--- config.mk ---
export PLATFORM = sky130hd
export DESIGN_NAME = haptic_report_scheduler
export DESIGN_NICKNAME = d
export VERILOG_FILES = /design/src/hrs_pkg.sv /design/src/hrs_front.sv /design/src/hrs_fifo.sv /design/src/hrs_back.sv /design/src/haptic_report_scheduler.sv
export SDC_FILE = /design/constraint.sdc
export NUM_CORES = 1
export LEC_CHECK = 0
export ABC_AREA = 1
export BUFFER_PORTS_ARGS = -buffer_cell sky130_fd_sc_hd__buf_2
export CAP_MARGIN = 20
export CORE_MARGIN = 1
export CORE_UTILIZATION = 50
export CTS_CLUSTER_SIZE = 10
export DETAILED_ROUTE_END_ITERATION = 12
export PLACE_DENSITY_LB_ADDON = 0.2
export SLEW_MARGIN = 20
export SYNTH_ARGS = -nofsm -noshare
export SYNTH_HDL_FRONTEND = slang
export SYNTH_HIERARCHICAL = 1
export SYNTH_SLANG_ARGS = --single-unit
--- constraint.sdc ---
create_clock -name clk_i -period 4.4 [get_ports clk_i]
set_input_delay 0.22 -clock clk_i [delete_from_list [all_inputs] [get_ports clk_i]]
set_output_delay 0.22 -clock clk_i [all_outputs]
set_load 0.02 [all_outputs]
--- src/hrs_pkg.sv ---
// ----------------------------------------------------------------------------
// hrs_pkg
// Types, constants and report byte lookup for the haptic report scheduler.
// ----------------------------------------------------------------------------
package hrs_pkg;

  localparam int unsigned IDX_W       = 6;
  localparam int unsigned FIFO_DEPTH  = 2;
  localparam logic [15:0] INTERVAL_RST = 16'd500;

  localparam logic [7:0] HDR_ID      = 8'h02;
  localparam logic [7:0] HDR_FLAGS   = 8'h0f;
  localparam logic [7:0] BLK_ON_TAG  = 8'h21;
  localparam logic [7:0] BLK_OFF_TAG = 8'h05;

  localparam logic [IDX_W-1:0] VIB_AT0   = 6'd3;
  localparam logic [IDX_W-1:0] VIB_AT1   = 6'd4;
  localparam logic [IDX_W-1:0] ACCEL_AT  = 6'd11;
  localparam logic [IDX_W-1:0] BRAKE_AT  = 6'd22;
  localparam logic [IDX_W-1:0] BLK_BYTES = 6'd7;

  // Zone strengths, zone z at bits [4z +: 4]
  localparam logic [39:0] ACCEL_ZONES = {4'd5, 4'd5, 4'd4, 4'd4, 4'd3,
                                         4'd3, 4'd2, 4'd2, 4'd1, 4'd0};
  localparam logic [39:0] BRAKE_ZONES = {4'd8, 4'd8, 4'd8, 4'd7, 4'd6,
                                         4'd5, 4'd4, 4'd3, 4'd2, 4'd0};

  typedef enum logic [2:0] {
    KIND_CONNECT = 3'd0,
    KIND_PROFILE = 3'd1,
    KIND_RUMBLE  = 3'd2,
    KIND_TICK    = 3'd3,
    KIND_CLOSE   = 3'd4
  } kind_e;

  // One queued report request
  typedef struct packed {
    logic       feedback;
    logic [7:0] vib;
  } cmd_t;

  // Build the seven bytes of an active trigger block, byte 0 in [7:0]
  function automatic logic [55:0] build_block(input logic [39:0] zones);
    logic [9:0]  mask;
    logic [31:0] packed_s;
    logic [3:0]  zs;
    mask     = '0;
    packed_s = '0;
    for (int z = 0; z < 10; z++) begin
      zs = zones[4*z +: 4];
      if (zs != 4'd0) begin
        mask[z] = 1'b1;
        packed_s = packed_s | (32'(3'(zs - 4'd1)) << (3 * z));
      end
    end
    return {packed_s, 6'd0, mask[9:8], mask[7:0], BLK_ON_TAG};
  endfunction

  localparam logic [55:0] ACCEL_BLK = build_block(ACCEL_ZONES);
  localparam logic [55:0] BRAKE_BLK = build_block(BRAKE_ZONES);

  // Value of one report byte
  function automatic logic [7:0] report_byte_at(input logic [IDX_W-1:0] idx,
                                                input cmd_t cmd);
    logic [IDX_W-1:0] off;
    logic [7:0]       val;
    val = 8'h00;
    off = '0;
    if (idx == 6'd0) begin
      val = HDR_ID;
    end else if (idx == 6'd1) begin
      val = HDR_FLAGS;
    end else if (idx == VIB_AT0 || idx == VIB_AT1) begin
      val = cmd.vib;
    end else if (idx >= ACCEL_AT && idx < ACCEL_AT + BLK_BYTES) begin
      off = idx - ACCEL_AT;
      if (cmd.feedback) val = ACCEL_BLK[8*off[2:0] +: 8];
      else if (off == '0) val = BLK_OFF_TAG;
    end else if (idx >= BRAKE_AT && idx < BRAKE_AT + BLK_BYTES) begin
      off = idx - BRAKE_AT;
      if (cmd.feedback) val = BRAKE_BLK[8*off[2:0] +: 8];
      else if (off == '0) val = BLK_OFF_TAG;
    end
    return val;
  endfunction

endpackage

--- src/hrs_front.sv ---
// ----------------------------------------------------------------------------
// hrs_front
// Event front end: holds feedback state, applies events and queues reports.
// ----------------------------------------------------------------------------
module hrs_front (
  input  logic          clk_i,
  input  logic          rst_ni,
  input  logic          cfg_valid_i,
  input  logic [15:0]   refresh_interval_ms_i,
  input  logic          ev_valid_i,
  input  logic [2:0]    kind_i,
  input  logic          profile_on_i,
  input  logic [7:0]    rumble_strength_i,
  input  logic [15:0]   duration_ms_i,
  output logic          push_o,
  output hrs_pkg::cmd_t cmd_o
);
  import hrs_pkg::*;

  logic [15:0] interval_q, interval_d;
  logic        connected_q, connected_d;
  logic        profile_q, profile_d;
  logic [7:0]  level_q, level_d;
  logic [15:0] left_q, left_d;
  logic [15:0] since_q, since_d;

  logic [15:0] left_dec;
  logic [15:0] since_inc;
  logic [7:0]  level_tick;

  assign left_dec   = (left_q != 16'd0) ? left_q - 16'd1 : 16'd0;
  assign since_inc  = (since_q != 16'hffff) ? since_q + 16'd1 : since_q;
  assign level_tick = (level_q != 8'd0 && left_dec == 16'd0) ? 8'd0 : level_q;

  // Decode the event and apply it
  always_comb begin
    interval_d  = cfg_valid_i ? refresh_interval_ms_i : interval_q;
    connected_d = connected_q;
    profile_d   = profile_q;
    level_d     = level_q;
    left_d      = left_q;
    since_d     = since_q;
    push_o      = 1'b0;
    cmd_o       = '0;
    if (ev_valid_i) begin
      unique case (kind_i)
        KIND_CONNECT: begin
          connected_d = 1'b1;
          since_d     = '0;
          push_o      = 1'b1;
        end
        KIND_PROFILE: begin
          if (connected_q && profile_q != profile_on_i) begin
            profile_d    = profile_on_i;
            since_d      = '0;
            push_o       = 1'b1;
            cmd_o.feedback = profile_on_i;
            cmd_o.vib    = level_q;
          end
        end
        KIND_RUMBLE: begin
          if (connected_q) begin
            level_d      = rumble_strength_i;
            left_d       = duration_ms_i;
            since_d      = '0;
            push_o       = 1'b1;
            cmd_o.feedback = profile_q;
            cmd_o.vib    = rumble_strength_i;
          end
        end
        KIND_TICK: begin
          left_d  = left_dec;
          since_d = since_inc;
          if (connected_q) begin
            level_d = level_tick;
            if ((profile_q || level_tick != 8'd0) && since_inc >= interval_q) begin
              since_d        = '0;
              push_o         = 1'b1;
              cmd_o.feedback = profile_q;
              cmd_o.vib      = level_tick;
            end
          end
        end
        KIND_CLOSE: begin
          if (connected_q) begin
            connected_d = 1'b0;
            push_o      = 1'b1;
          end
        end
        default: begin
          // drop unknown events
        end
      endcase
    end
  end

  // Hold state
  always_ff @(posedge clk_i or negedge rst_ni) begin
    if (!rst_ni) begin
      interval_q  <= INTERVAL_RST;
      connected_q <= 1'b0;
      profile_q   <= 1'b0;
      level_q     <= '0;
      left_q      <= '0;
      since_q     <= '0;
    end else begin
      interval_q  <= interval_d;
      connected_q <= connected_d;
      profile_q   <= profile_d;
      level_q     <= level_d;
      left_q      <= left_d;
      since_q     <= since_d;
    end
  end

endmodule

--- src/hrs_fifo.sv ---
// ----------------------------------------------------------------------------
// hrs_fifo
// Short queue of report requests between the front end and the serializer.
// ----------------------------------------------------------------------------
module hrs_fifo (
  input  logic          clk_i,
  input  logic          rst_ni,
  input  logic          push_i,
  input  hrs_pkg::cmd_t cmd_i,
  output logic          full_o,
  input  logic          pop_i,
  output logic          valid_o,
  output hrs_pkg::cmd_t cmd_o
);
  import hrs_pkg::*;

  localparam int unsigned PTR_W = (FIFO_DEPTH > 1) ? $clog2(FIFO_DEPTH) : 1;
  localparam int unsigned CNT_W = $clog2(FIFO_DEPTH + 1);
  localparam logic [PTR_W-1:0] LAST_PTR = PTR_W'(FIFO_DEPTH - 1);
  localparam logic [CNT_W-1:0] DEPTH_C  = CNT_W'(FIFO_DEPTH);

  cmd_t             mem_q [FIFO_DEPTH];
  logic [PTR_W-1:0] wptr_q, wptr_d;
  logic [PTR_W-1:0] rptr_q, rptr_d;
  logic [CNT_W-1:0] cnt_q, cnt_d;
  logic             do_push;
  logic             do_pop;

  assign full_o  = (cnt_q == DEPTH_C);
  assign valid_o = (cnt_q != '0);
  assign cmd_o   = mem_q[rptr_q];
  assign do_push = push_i && !full_o;
  assign do_pop  = pop_i && valid_o;

  // Advance pointers and count
  always_comb begin
    wptr_d = wptr_q;
    rptr_d = rptr_q;
    cnt_d  = cnt_q;
    if (do_push) wptr_d = (wptr_q == LAST_PTR) ? '0 : wptr_q + PTR_W'(1);
    if (do_pop)  rptr_d = (rptr_q == LAST_PTR) ? '0 : rptr_q + PTR_W'(1);
    if (do_push && !do_pop) cnt_d = cnt_q + CNT_W'(1);
    else if (!do_push && do_pop) cnt_d = cnt_q - CNT_W'(1);
  end

  always_ff @(posedge clk_i or negedge rst_ni) begin
    if (!rst_ni) begin
      wptr_q <= '0;
      rptr_q <= '0;
      cnt_q  <= '0;
    end else begin
      wptr_q <= wptr_d;
      rptr_q <= rptr_d;
      cnt_q  <= cnt_d;
    end
  end

  // Store entries
  always_ff @(posedge clk_i) begin
    if (do_push) mem_q[wptr_q] <= cmd_i;
  end

endmodule

--- src/hrs_back.sv ---
// ----------------------------------------------------------------------------
// hrs_back
// Report serializer: walks one queued request out as report byte beats.
// ----------------------------------------------------------------------------
module hrs_back #(
  parameter int unsigned REPORT_BYTES = 48
) (
  input  logic                       clk_i,
  input  logic                       rst_ni,
  input  logic                       cmd_valid_i,
  input  hrs_pkg::cmd_t              cmd_i,
  output logic                       pop_o,
  output logic                       out_valid_o,
  input  logic                       out_stall_i,
  output logic [hrs_pkg::IDX_W-1:0]  byte_index_o,
  output logic [7:0]                 report_byte_o,
  output logic                       last_byte_o
);
  import hrs_pkg::*;

  localparam logic [IDX_W-1:0] LAST_IDX = IDX_W'(REPORT_BYTES - 1);

  logic             busy_q, busy_d;
  cmd_t             cmd_q, cmd_d;
  logic [IDX_W-1:0] cnt_q, cnt_d;
  logic             ovalid_q, ovalid_d;
  logic [IDX_W-1:0] oidx_q, oidx_d;
  logic [7:0]       obyte_q, obyte_d;
  logic             olast_q, olast_d;
  logic             out_free;
  logic             at_last;

  assign out_free = !ovalid_q || !out_stall_i;
  assign at_last  = (cnt_q == LAST_IDX);
  // Take the next request when idle or as the current one finishes
  assign pop_o    = cmd_valid_i && (!busy_q || (out_free && at_last));

  always_comb begin
    busy_d   = busy_q;
    cmd_d    = cmd_q;
    cnt_d    = cnt_q;
    ovalid_d = ovalid_q && out_stall_i;
    oidx_d   = oidx_q;
    obyte_d  = obyte_q;
    olast_d  = olast_q;
    // Emit one beat into the output register
    if (busy_q && out_free) begin
      ovalid_d = 1'b1;
      oidx_d   = cnt_q;
      obyte_d  = report_byte_at(cnt_q, cmd_q);
      olast_d  = at_last;
      cnt_d    = cnt_q + IDX_W'(1);
      if (at_last) busy_d = 1'b0;
    end
    if (pop_o) begin
      busy_d = 1'b1;
      cmd_d  = cmd_i;
      cnt_d  = '0;
    end
  end

  always_ff @(posedge clk_i or negedge rst_ni) begin
    if (!rst_ni) begin
      busy_q   <= 1'b0;
      cnt_q    <= '0;
      ovalid_q <= 1'b0;
    end else begin
      busy_q   <= busy_d;
      cnt_q    <= cnt_d;
      ovalid_q <= ovalid_d;
    end
  end

  always_ff @(posedge clk_i) begin
    cmd_q   <= cmd_d;
    oidx_q  <= oidx_d;
    obyte_q <= obyte_d;
    olast_q <= olast_d;
  end

  assign out_valid_o   = ovalid_q;
  assign byte_index_o  = oidx_q;
  assign report_byte_o = obyte_q;
  assign last_byte_o   = olast_q;

endmodule

--- src/haptic_report_scheduler.sv ---
// ----------------------------------------------------------------------------
// haptic_report_scheduler
// Tracks controller feedback state and sends output reports byte by byte.
// ----------------------------------------------------------------------------
// Each accepted event updates the front-end state when it is taken; an event
// that calls for a report queues a request in a two-entry queue, and the
// serializer sends it as REPORT_BYTES beats, one per cycle while the output
// is not stalled; queued reports follow with no gap. Input events are taken
// every cycle until the queue holds two requests behind the report in
// flight, and the serializer then sets the sustained rate of reports.
// The refresh interval register resets to 500 ms and its port is always ready.
module haptic_report_scheduler #(
  parameter int unsigned REPORT_BYTES = 48
) (
  input  logic        clk_i,
  input  logic        rst_ni,
  input  logic        cfg_valid_i,
  output logic        cfg_ready_o,
  input  logic [15:0] refresh_interval_ms_i,
  input  logic        in_valid_i,
  output logic        in_stall_o,
  input  logic [2:0]  kind_i,
  input  logic        profile_on_i,
  input  logic [7:0]  rumble_strength_i,
  input  logic [15:0] duration_ms_i,
  output logic        out_valid_o,
  input  logic        out_stall_i,
  output logic [5:0]  byte_index_o,
  output logic [7:0]  report_byte_o,
  output logic        last_byte_o
);
  import hrs_pkg::*;

  logic push;
  cmd_t push_cmd;
  logic q_full;
  logic q_valid;
  cmd_t q_cmd;
  logic pop;

  assign cfg_ready_o = 1'b1;
  assign in_stall_o  = q_full;

  hrs_front u_front (
    .clk_i                 (clk_i),
    .rst_ni                (rst_ni),
    .cfg_valid_i           (cfg_valid_i),
    .refresh_interval_ms_i (refresh_interval_ms_i),
    .ev_valid_i            (in_valid_i && !q_full),
    .kind_i                (kind_i),
    .profile_on_i          (profile_on_i),
    .rumble_strength_i     (rumble_strength_i),
    .duration_ms_i         (duration_ms_i),
    .push_o                (push),
    .cmd_o                 (push_cmd)
  );

  hrs_fifo u_fifo (
    .clk_i   (clk_i),
    .rst_ni  (rst_ni),
    .push_i  (push),
    .cmd_i   (push_cmd),
    .full_o  (q_full),
    .pop_i   (pop),
    .valid_o (q_valid),
    .cmd_o   (q_cmd)
  );

  hrs_back #(
    .REPORT_BYTES (REPORT_BYTES)
  ) u_back (
    .clk_i         (clk_i),
    .rst_ni        (rst_ni),
    .cmd_valid_i   (q_valid),
    .cmd_i         (q_cmd),
    .pop_o         (pop),
    .out_valid_o   (out_valid_o),
    .out_stall_i   (out_stall_i),
    .byte_index_o  (byte_index_o),
    .report_byte_o (report_byte_o),
    .last_byte_o   (last_byte_o)
  );

endmodule

### Yosys cells after proc, flatten, opt, wreduce, memory -nomap -nowiden

Memory sizes are Yosys's and may differ from the RTL's. A register that Yosys moved wholly into a read port is not among the register bits.
Cells that the tools add are included.

| word-level totals | value |
|---|---|
| register bits after elaboration | 85 |
| memory bits (writable) | 18 |
| input port bits | 49 |
| memories | 1 |

Memories:

| memory | depth | bits a word | rd ports | clocked after Yosys merged registers in | write ports | RTL line | RTL |
|---|---|---|---|---|---|---|---|
| u_fifo.mem_q | 2 | 9 | 1 | 1 | 1 | hrs_fifo.sv:22 | `cmd_t mem_q [FIFO_DEPTH];` |

| cells by class | value |
|---|---|
| $add $sub $neg | 9 |
| $lt $le $gt $ge | 5 |
| eq/ne operators | 14 |
| shifts and indexed selects | 2 |
| mux-type cells | 46 |
| reduce and logical (&&, ||, !) cells | 47 |

Operators by type and width:

| operator | count |
|---|---|
| $mux W16 | 7 |
| $shiftx A56 B7 Y8 const A | 2 |
| $mux W8 | 8 |
| $pmux W16 S4 | 1 |
| $mux W9 | 5 |
| $pmux W16 S2 | 1 |
| $pmux W9 S3 | 1 |
| $logic_not A6 Y1 | 3 |
| $add A16 B1 Y16 const B | 1 |
| $ge A16 B16 Y1 | 1 |
| $logic_not A16 Y1 | 1 |
| $ne A16 B16 Y1 const B | 1 |
| $pmux W8 S2 | 1 |
| $reduce_bool A16 Y1 | 1 |
| $reduce_bool A8 Y1 | 2 |
| $sub A16 B1 Y16 const B | 1 |
| $logic_and A1 B1 Y1 | 14 |
| $mux W1 | 13 |
| $lt A6 B5 Y1 const B | 2 |
| $mux W6 | 2 |
| $reduce_bool A2 Y1 | 6 |
| $reduce_and A4 Y1 | 2 |
| $add A6 B1 Y6 const B | 1 |
| $eq A3 B2 Y1 const B | 2 |
| 28 further kinds | 44 |

### Depth between registers and ports, before layout

Gate-level depths: netlist of the first run.

| logic depth | value |
|---|---|
| word-level depth | 17 |
| depth in mapped cells | 28 |
| mapped depth without buffers | 28 |

### Modules after synthesis

Netlist of the first run, hierarchy kept.

By module, submodules not included:

| module | instances | cells an instance | area each (sq um) | seq. area each (sq um) |
|---|---|---|---|---|
| hrs_front | 1 | 620 | 4332.9 | 1458.9 |
| hrs_back | 1 | 203 | 1815.5 | 920.9 |
| hrs_fifo | 1 | 78 | 892.1 | 640.6 |
| haptic_report_scheduler | 1 | 4 | 21.3 | 0.0 |

### Least setup slack after synthesis of the first run

Ideal clock, no wire load.

| path | value |
|---|---|
| path kind | reg2reg |
| start point | reg u_front.since_q[1] |
| end point | mem u_fifo/mem_q[1][0] (netlist name) (enable) |
| library setup time | 374 ps |
| data arrival time | 3254 ps |
| data required time | 4026 ps |
| path slack | 772 ps |
| stages on the path, launching flop included | 21 |
| path through | dfrtp_1 ha_1 nand2_1 nor3_1 nand2_1 nor2_1 nand2_1 nor2_1 a21oi_1 xor2_1 ha_1 nand2_1 nor3_1 nand3_1 nand3_1 nand2_1 clkinv_1 nand3_1 a21oi_1 o21ai_0 nor2_1 |

| on the way | value |
|---|---|
| cells in the longest elaborated chain, start to end | 11 |

Ends and longest elaborated chain:

| element | RTL line | RTL |
|---|---|---|
| start: declaration | hrs_front.sv:25 | `logic [15:0] since_q, since_d;` |
| start signal: assignment | hrs_front.sv:112 | `since_q <= since_d;` |
| $add A16 B1 Y16 / $ne A16 B16 Y1 (equally long branches) | hrs_front.sv:32 | `assign since_inc = (since_q != 16'hffff) ? since_q + 16'd1 : since_q;` |
| $mux W16 (*) | hrs_front.sv:32 |  |
| $ge A16 B16 Y1 (*) | hrs_front.sv:76 | `if ((profile_q \|\| level_tick != 8'd0) && since_inc >= interval_q) begin` |
| $logic_and A1 B1 Y1 (*) | hrs_front.sv:76 |  |
| $mux W1 (*) | hrs_front.sv:76 |  |
| $mux W1 (*) | hrs_front.sv:74 | `if (connected_q) begin` |
| $pmux W1 S4 (*) | hrs_front.sv:46 | `unique case (kind_i)` |
| $mux W1 (*) | hrs_front.sv:45 | `if (ev_valid_i) begin` |
| named net push | haptic_report_scheduler.sv:34 | `logic push;` |
| $logic_and A1 B1 Y1 (*) | hrs_fifo.sv:32 | `assign do_push = push_i && !full_o;` |
| $mux W1 (*) | hrs_fifo.sv:60 | `if (do_push) mem_q[wptr_q] <= cmd_i;` |
| $mux W1 (implied by the code) (*) | hrs_fifo.sv:60 |  |
| end: declaration | hrs_fifo.sv:22 |  |

Mark *: on every way through the listed nets, which the timed path passes. The rest lies on a longest branch.

### Worst setup path after layout of the first run

| path | value |
|---|---|
| start point | reg u_front.since_q[1] |
| end point | mem u_fifo/mem_q[0][8] (netlist name) (enable) |

Same word-level chain as after synthesis.

==> qor.yml, run 1 <==
drt-total-wl_mm: 15.3
design_area_sq_mm: 0.00782
power_switching_mw: 1.88
nets: 1040
netlist_top_cells_area: "dfrtp_1, edfxtp_1, nand2_1, inv_1, nand3_1"
clock.fmax_mhz: 257
drc_errors: 0
die_y_um: 121
crit_path_cell_trace: "ha_1, nand2_1, nor3_1, nand2_1, nor2_1, nand2_1, nor2_1, a21oi_1, xor2_1, ha_1, nand2_1, nor3_1, nand3_1, nand3_1, nand2_1, clkinv_1, nand3_1, a21oi_1, inv_1, nor2_4, nand2_2, inv_1"
path_class: "register to register"
die_w_um: 121
power.leakage_nw: 3.70
finalSetupViolCount: 0
grt.overflow.total: 0
hold_violations: 21
slowest_delay_ps: 400
place_hpwl_mm: 11.1
syn_inst: 905
synth_cell_type_count: 45
peakVddDrop_uv: 287
area_growth_pct: 10.7
async_reset_ff_share_pct: 62.5
synth.top_cell.area_share_pct: 22.7
cpMostUsedCell: "nand2_1"
combPwrFrac_pct: 42.2
met2_usage_pct: 36.1
worst_slew_pin_slew_ps: 904
pwr-share-seq_pct: 39.5
antenna_found_initial: 0
first_global_vias: 5537
drv_cap: 0
cts-resized-gates: 0
yosysSeqAreaShare_pct: 42.8
dp.cells: 1132
met1_usage_pct: 29.5
ys_ff_latch: 112
hp-class: "input port to asynchronous set/reset pin"
drt_iter0_markers: 410
netSwitchingFraction_pct: 43.8
hold_slack_ps: -35.7
die_area_sq_mm: 0.0146
reg2reg_from: "u_front/since_q[1]"
finClkSkew_ps: 11.4
drt-pass1-iter-count: 5
slew_viol_final: 0
critical_path.startpoint: "u_front/since_q[1]"
required_ps: 4420
endpoint_kind: "register"
yosysTopAreaCell: "dfrtp_1"
n_fill_cell: 1274
r2r_slack_ps: 510
power.density_mw_per_mm2: 549
busiest_layer: "met2"
via_per_inst: 5.28
vias: 6065
portBuffers: 65
startpoint_type: "register"
grt_usage_pct: 22.0
grt_use_met3_pct: 3.44
slew_headroom_pct: 39.7
violations: "hold timing"
cts_root_buffer: "clkbuf_16"
cts_tree: "done"
place_area_sq_mm: 0.00753
synth_edf_count: 42
finalCritPeriodShare_pct: 88.4
finalNonFillerCells: 1148
slowest_stage: "dfrtp_1"
min_period_ps: 3890
cp-endpoint: "u_fifo/mem_q[0][8]"
critPathArrivalTime_ps: 3920
core_area_sq_mm: 0.0138
clk_path_buf_depth: 2
reg2regPathDepth: 22
clk_pin_slew_ps: 80
grt_pass1_wl_mm: 25.6
antenna_cells: 0
grt_max_degree: 71
clock_latency_ps: 360
syn_area_sq_mm: 0.00706
hold_buffers: 0
clockPowerShare_pct: 18.3
cts_buffers: 9
ios: 67
crit_fanout: 9
layout-drive-gt1-share_pct: 16.3
reg2reg_to: "u_fifo/mem_q[0][8]"
cts_setup_buffers: 0
status: "complete, but fails checks"
synth_flop_cell: "dfrtp_1"
synth_area_per_cell_sq_um: 7.80
yosysWarnings: 6
clock_sinks: 112
internal_power_mw: 2.41
gp_congestion: 0.892
fin_tns_setup_ps: 0
synth_fp_nets: 982
wire_per_inst_um: 13.4
postRouteAntennaNets: 0
placementRows: 43
start_util_pct: 51.1
rsz0062_at_grt: "false"
htreeDepth: 3
[power groups by stage]
stage	clock network (mW)	logic, mW	registers (mW)
6_report	0.785	1.81	1.69
3_5_place_dp	0	1.80	1.71
3_3_place_gp	0	1.78	1.70
2_1_floorplan	0	1.36	1.70
5_1_grt	0.838	2.06	1.73
4_1_cts	0.806	1.80	1.69
[metrics by stage]
stage | total power [mW] | util, % | hold WS, ps | setup slack [ps]
6_report | 4.29 | 56.5 | -35.7 | 509
2_1_floorplan | 3.06 | - | -75.6 | 772
5_1_grt | 4.62 | 56.5 | 78.9 | 151
3_3_place_gp | 3.48 | 54.5 | 412 | 679
4_1_cts | 4.30 | 56.5 | 24.0 | 531
3_5_place_dp | 3.50 | 54.5 | 411 | 578
[cell usage in the layout (no fill, tap or decap), drive strengths merged]
cell type / n
or2: 1
buf: 69
o211ai: 5
o21a: 1
dfstp: 6
nand3: 88
inv: 130
xnor2: 5
nand2: 242
clkinv: 3
a21oi: 61
o2111ai: 2
clkbuf: 11
nand4: 15
o311ai: 1
xor2: 8
o22ai: 2
a22oi: 6
ha: 28
conb: 1
o21ai: 72
edfxtp: 42
mux2: 1
dfrtp: 64
a31oi: 5
nor2: 79
nor3b: 2
nand3b: 1
nor3: 17
[critical path, delay by kind of cell, from the launching register on]
| family | cells | cell delay [ps] |
|---|---|---|
| and+or+nand+nor | 14 | 1740 |
| adders and majority gates | 2 | 530 |
| buffers and inverters | 3 | 430 |
| DFF | 1 | 400 |
| AOI/OAI and AO/OA | 2 | 270 |
| xor gates and xnor gates | 1 | 170 |
[logic make-up (layout without fill, tap and decap cells)]
logic type	after synthesis	after routing	share of synthesized area, %
compound gates	155	155	12.1
simple gates	445	445	29.8
xor+xnor	13	13	1.61
flops	112	112	42.8
fa+ha+maj	28	28	4.96
buf+inv	150	213	8.49
other cells	1	1	0.0531
mux	1	1	0.159
[cells in the mapped netlist, drive strengths merged (5+ instances only)]
master and instances:
nor2 79, o21ai 72, nand4 15, ha 28, a21oi 61, dfrtp 64, buf 8, nor3 17
nand3 88, nand2 242, xnor2 5, edfxtp 42, clkbuf 14, a22oi 6, a31oi 5, xor2 8
dfstp 6, inv 127, o211ai 5
[how the worst min path moves through the flow]
stage	from	to	slack, ps
after CTS	rst_ni	u_front/level_q[7]	20
after floorplan	rst_ni	u_back/busy_q	-80
final	rst_ni	u_front/level_q[7]	-40
after global routing	rst_ni	u_front/level_q[7]	80
after global placement	rst_ni	u_front/left_q[7]	410
after detailed placement	rst_ni	u_front/left_q[7]	410
[cell type report]
class	instances	area (sq um)	share of cell area, %
Multi-Input combinational cell	643	3460	44.3
Sequential cell	112	3020	38.6
Inverter	128	480	6.15
Timing Repair Buffer	69	358	4.58
Clock buffer	11	233	2.98
Tap cell	180	225	2.88
Clock inverter	5	40.0	0.512
[registers in the layout (all words and copies together), names as in the netlist, 2 cells and up]
signal / flops
u_fifo/mem_q: 18
u_front/interval_q: 16
u_front/left_q: 16
u_front/since_q: 16
u_back/cmd_q: 9
u_back/report_byte_o: 8
u_front/level_q: 8
u_back/byte_index_o: 6
u_back/cnt_q: 6
u_fifo/cnt_q: 2
[routing by layer]
| layer | up-vias | wire [um] |
|---|---|---|
| met5 | - | 0 |
| met4 | 0 | 257 |
| li1 | 3100 | - |
| met1 | 2777 | 7100 |
| met3 | 17 | 822 |
| met2 | 171 | 7160 |
Note: power is estimated with default switching activity, not from simulation.
==> run 2, diff against run 1 <==
--- a/config.mk
+++ b/config.mk
@@ -13,4 +13,5 @@
 export CTS_CLUSTER_SIZE = 10
 export DETAILED_ROUTE_END_ITERATION = 12
+export GPL_TIMING_DRIVEN = 0
 export PLACE_DENSITY_LB_ADDON = 0.2
 export SLEW_MARGIN = 20
==> constraint.sdc (replaced) <==
create_clock -name clk_i -period 3.6 [get_ports clk_i]
set_input_delay 0.72 -clock clk_i [delete_from_list [all_inputs] [get_ports clk_i]]
set_output_delay 0.72 -clock clk_i [all_outputs]
set_load 0.02 [all_outputs]
==> run 2 against run 1 <==
Compared with the run above: the flow finishes with violations (setup timing); clock power increased by 29%; cell count increased by 3.3%; count of clock-buffer cells in the layout unchanged; via count increased by 2.8%.
==> qor.yml, run 2 (synthesis results as in run 1) <==
largest_reg_flops: 18
drt-pass1-iter-count: 5
endpoint_kind: "register"
via_per_inst: 5.26
wire_per_inst_um: 13.9
power.leakage_nw: 3.93
rsz0062_at_grt: "true"
cts_tree: "done"
cts_buffers: 9
ios: 67
slew_headroom_pct: 40.4
first_global_vias: 5759
drv_cap: 0
reg2reg_from: "u_front/since_q[0]"
die_area_sq_mm: 0.0146
gp_congestion: 0.905
die_w_um: 121
clk_path_buf_depth: 2
layout-drive-gt1-share_pct: 22.0
top_register: "u_fifo/mem_q"
crit_fanout: 4
worst_slew_pin_slew_ps: 880
worst_slack_ps: -112
clock_latency_ps: 350
grt_pass1_wl_mm: 27.3
cts_root_buffer: "clkbuf_16"
die_y_um: 121
postRouteAntennaNets: 0
violations: "setup timing"
design_area_sq_mm: 0.00831
vias: 6234
drt_iter0_markers: 426
required_ps: 3830
slew_viol_final: 0
status: "complete, but fails checks"
finalSetupViolCount: 20
grt_usage_pct: 23.7
final_common_cell: "nand2_1"
fin_tns_setup_ps: -1160
crit_path_cell_trace: "buf_6, ha_4, nand2_4, nor3_4, nand2_1, nor2_2, nand3_2, buf_4, nand4_1, xor2_2, ha_1, a21oi_1, o21ai_0, a21oi_1, nand3_2, nand2_2, clkinv_4, nand3_4, a21oi_4, inv_2, nor2_4, ha_4, buf_4, xnor2_1"
clock_sinks: 112
dp_worst_setup_slack_ps: -677
fin_util_pct: 60.1
nets: 1079
antenna_cells: 0
critPathArrivalTime_ps: 3940
slowest_delay_ps: 370
clk_pin_slew_ps: 70
peakVddDrop_uv: 399
placementRows: 43
htreeDepth: 3
clock.fmax_mhz: 269
min_period_ps: 3710
antenna_found_initial: 0
mostFrequentLayoutCells: "nand2_1, inv_1, buf_2"
place_hpwl_mm: 11.7
start_util_pct: 51.1
portBuffers: 65
core_area_sq_mm: 0.0138
drt-total-wl_mm: 16.5
finalCritPeriodShare_pct: 103
finClkSkew_ps: 4.84
slowest_stage: "dfrtp_1"
path_class: "register to register"
hold_violations: 0
drc_errors: 0
critical_path.startpoint: "u_front/since_q[0]"
place_area_sq_mm: 0.00764
hp-class: "input port to asynchronous set/reset pin"
startpoint_type: "register"
area_growth_pct: 17.7
power.density_mw_per_mm2: 650
grt_max_degree: 50
grt.overflow.total: 0
hold_slack_ps: 262
==> run 2: final timing paths <==
check	end	slack, ps	depth (start not counted)
setup / recovery	u_fifo/cnt_q[0]	-110	24
hold / removal	u_front/left_q[7]	260	1
setup reg to reg	u_fifo/cnt_q[0]	-110	24
hold reg to reg	u_back/byte_index_o[3]	460	0
max in group asynchronous	u_front/interval_q[6]	2730	2
min in group clk_i	u_back/byte_index_o[3]	460	0
==> run 2: per-stage QoR <==
step	std cells	total power, mW
finish	1186	5.41
global route	1186	5.83
CTS	1171	5.37
detailed placement	1151	4.31
global placement	1150	4.28
floorplan	905	3.74
==> run 2: layout make-up <==
type / count / area [sq um]
buffer: 22 / 119
timing repair buffer: 85 / 514
sequential: 112 / 3020
tap: 180 / 225
fill: 1226 / 5510
clock inverter: 4 / 43.8
multi-input combinational: 643 / 3640
timing repair inverter: 1 / 7.51
clock buffer: 11 / 253
inverter: 128 / 492
==> run 2: critical path: cells and delay by family (launching register included) <==
| family | cells | cell delay [ps] |
|---|---|---|
| AO/OA/AOI/OAI | 4 | 500 |
| XOR/XNOR | 2 | 340 |
| adder cells (fa/ha/maj) | 3 | 670 |
| buffers and inverters | 5 | 560 |
| flip-flops | 1 | 370 |
| AND/OR/NAND/NOR | 10 | 1110 |
==> run 2: what timing repair did <==
item                                    CTS  global route
pin swaps                                 9            20
setup buffers                             5            14
endpoints found under the setup margin   39            25
hold buffers                              0             0
gates resized for setup                  27            27
gates cloned                              0             1
==> run 2: power breakdown <==
group / internal, mW / switching [mW]
Clock: 0.569 / 0.441
Combinational: 0.799 / 1.58
Sequential: 1.74 / 0.282
==> run 2: metal layers <==
metal,routed length (um),GRT usage [%],up-vias,part of all wire (%)
met5,0,0,-,0
met4,281,8.26,0,1.7
met3,892,4.10,27,5.4
met2,7770,38.0,180,47
met1,7530,32.2,2858,46
li1,-,-,3169,-
==> run 3, diff against run 2 <==
Settings changed: GPL_TIMING_DRIVEN 0 to 1.
==> run 3 against run 2 <==
Compared with the run above: the flow now finishes without violations; utilization down 0.22 points; critical path type unchanged; cell count about the same; sequential power grew 2%; power shrank 0.13%; final area down 0.36%; count of clock-buffer cells in the layout is 2 lower; critical path depth increased by 4.
==> qor.yml, run 3 (synthesis results as in run 1) <==
status: "complete, no violations"
start_util_pct: 51.1
die_w_um: 121
dp.cells: 1158
drt_iter0_markers: 394
area_growth_pct: 17.3
largest_reg_flops: 18
hp-class: "input port to asynchronous set/reset pin"
hold_buffers: 0
required_ps: 3870
worst_slew_pin_slew_ps: 898
cts_root_buffer: "clkbuf_16"
finalNonFillerCells: 1185
cpMostUsedCell: "nand2_1"
die_y_um: 121
final_common_cell: "nand2_1"
startpoint_type: "register"
grt_usage_pct: 23.2
mostFrequentLayoutCells: "nand2_1, inv_1, o21ai_0"
slew_viol_final: 0
portBuffers: 65
peakVddDrop_uv: 305
finalCritPeriodShare_pct: 98.9
rsz0062_at_grt: "true"
gp_congestion: 0.885
grt.overflow.total: 0
min_period_ps: 3560
cts_buffers: 9
reg2regPathDepth: 28
antenna_found_initial: 0
placementRows: 43
power.density_mw_per_mm2: 652
finalSetupViolCount: 0
crit_fanout: 3
layout-drive-gt1-share_pct: 23.3
slew_headroom_pct: 40.1
top_register: "u_fifo/mem_q"
critPathArrivalTime_ps: 3830
place_hpwl_mm: 11.3
drt-total-wl_mm: 16.2
clock.fmax_mhz: 281
nets: 1077
path_class: "register to register"
fin_util_pct: 59.9
slowest_delay_ps: 370
power.leakage_nw: 3.91
clock_latency_ps: 370
clock_sinks: 112
drv_cap: 0
core_area_sq_mm: 0.0138
drc_errors: 0
grt_max_degree: 71
cts_tree: "done"
clk_path_buf_depth: 2
first_global_vias: 5823
finClkSkew_ps: 6.29
antenna_cells: 0
slowest_stage: "dfrtp_1"
die_area_sq_mm: 0.0146
endpoint_kind: "register"
postRouteAntennaNets: 0
ios: 67
hold_violations: 0
htreeDepth: 3
wire_per_inst_um: 13.7
grt_pass1_wl_mm: 26.8
drt-pass1-iter-count: 5
vias: 6214
via_per_inst: 5.24
clk_pin_slew_ps: 80
run 3: changes by cell type in the layout (fill, tap and decap cells not counted), sizes merged:
cell    previous run  this run
clkinv             4         5
clkbuf            25         9
buf               93       105
bufinv             1         0
inv              126       129
run 3: what timing repair did:
action,in CTS,in global routing
resized for setup,9,33
pin swaps,2,18
buffers inserted,2,8
endpoints found under the setup margin,11,24
cloned,0,1
run 3: worst paths after layout:
path                                         start            endpoint  slack (ps)
worst max-delay path            u_front/since_q[0]     u_fifo/cnt_q[1]          40
worst min-delay path                        rst_ni   u_front/left_q[7]         480
worst max register to register  u_front/since_q[0]     u_fifo/cnt_q[1]          40
worst min register to register  u_front/since_q[9]  u_front/since_q[9]         480
max in group asynchronous                   rst_ni       u_back/busy_q        2540
min in group clk_i              u_front/since_q[9]  u_front/since_q[9]         480
run 3: area by class of cell:
cell class | count | area [sq um]
Fill cell | 1212 | 5540
Multi-Input combinational cell | 643 | 3590
Sequential cell | 112 | 3020
Timing Repair Buffer | 105 | 632
Inverter | 128 | 484
Clock buffer | 9 | 225
Tap cell | 180 | 225
Clock inverter | 7 | 98.8
Timing Repair inverter | 1 | 7.51
run 3: per-stage QoR:
stage          hold WS [ps]  TNS, ps  worst slack, ps  power [mW]  cell area, sq um
2_1_floorplan           424        0             90.8        3.74              7060
3_3_place_gp            465        0             75.2        4.29              7730
3_5_place_dp            466     -841            -90.8        4.31              7730
4_1_cts                 486        0             63.8        5.38              8120
5_1_grt                 526    -3160             -182        5.82              8280
6_report                480        0             39.6        5.40              8280
run 3: layer usage:
layer | up-vias | part of all wire, % | global-route usage [%]
li1 | 3175 | - | -
met1 | 2813 | 46 | 31.0
met3 | 32 | 5.0 | 3.49
met2 | 194 | 47 | 37.4
met5 | - | 0 | 0
met4 | 0 | 2.8 | 10.2
run 3: worst max-delay path, delay by kind of cell, from the launching register on:
family | cells | cell delay [ps]
flops | 1 | 370
compound gates | 3 | 360
fa+ha+maj | 3 | 590
buf+inv | 5 | 390
simple gates | 17 | 1740
run 3: report_power, final:
part,switching (mW),internal (mW)
clock network,0.543,0.505
logic,1.51,0.776
registers,0.328,1.73
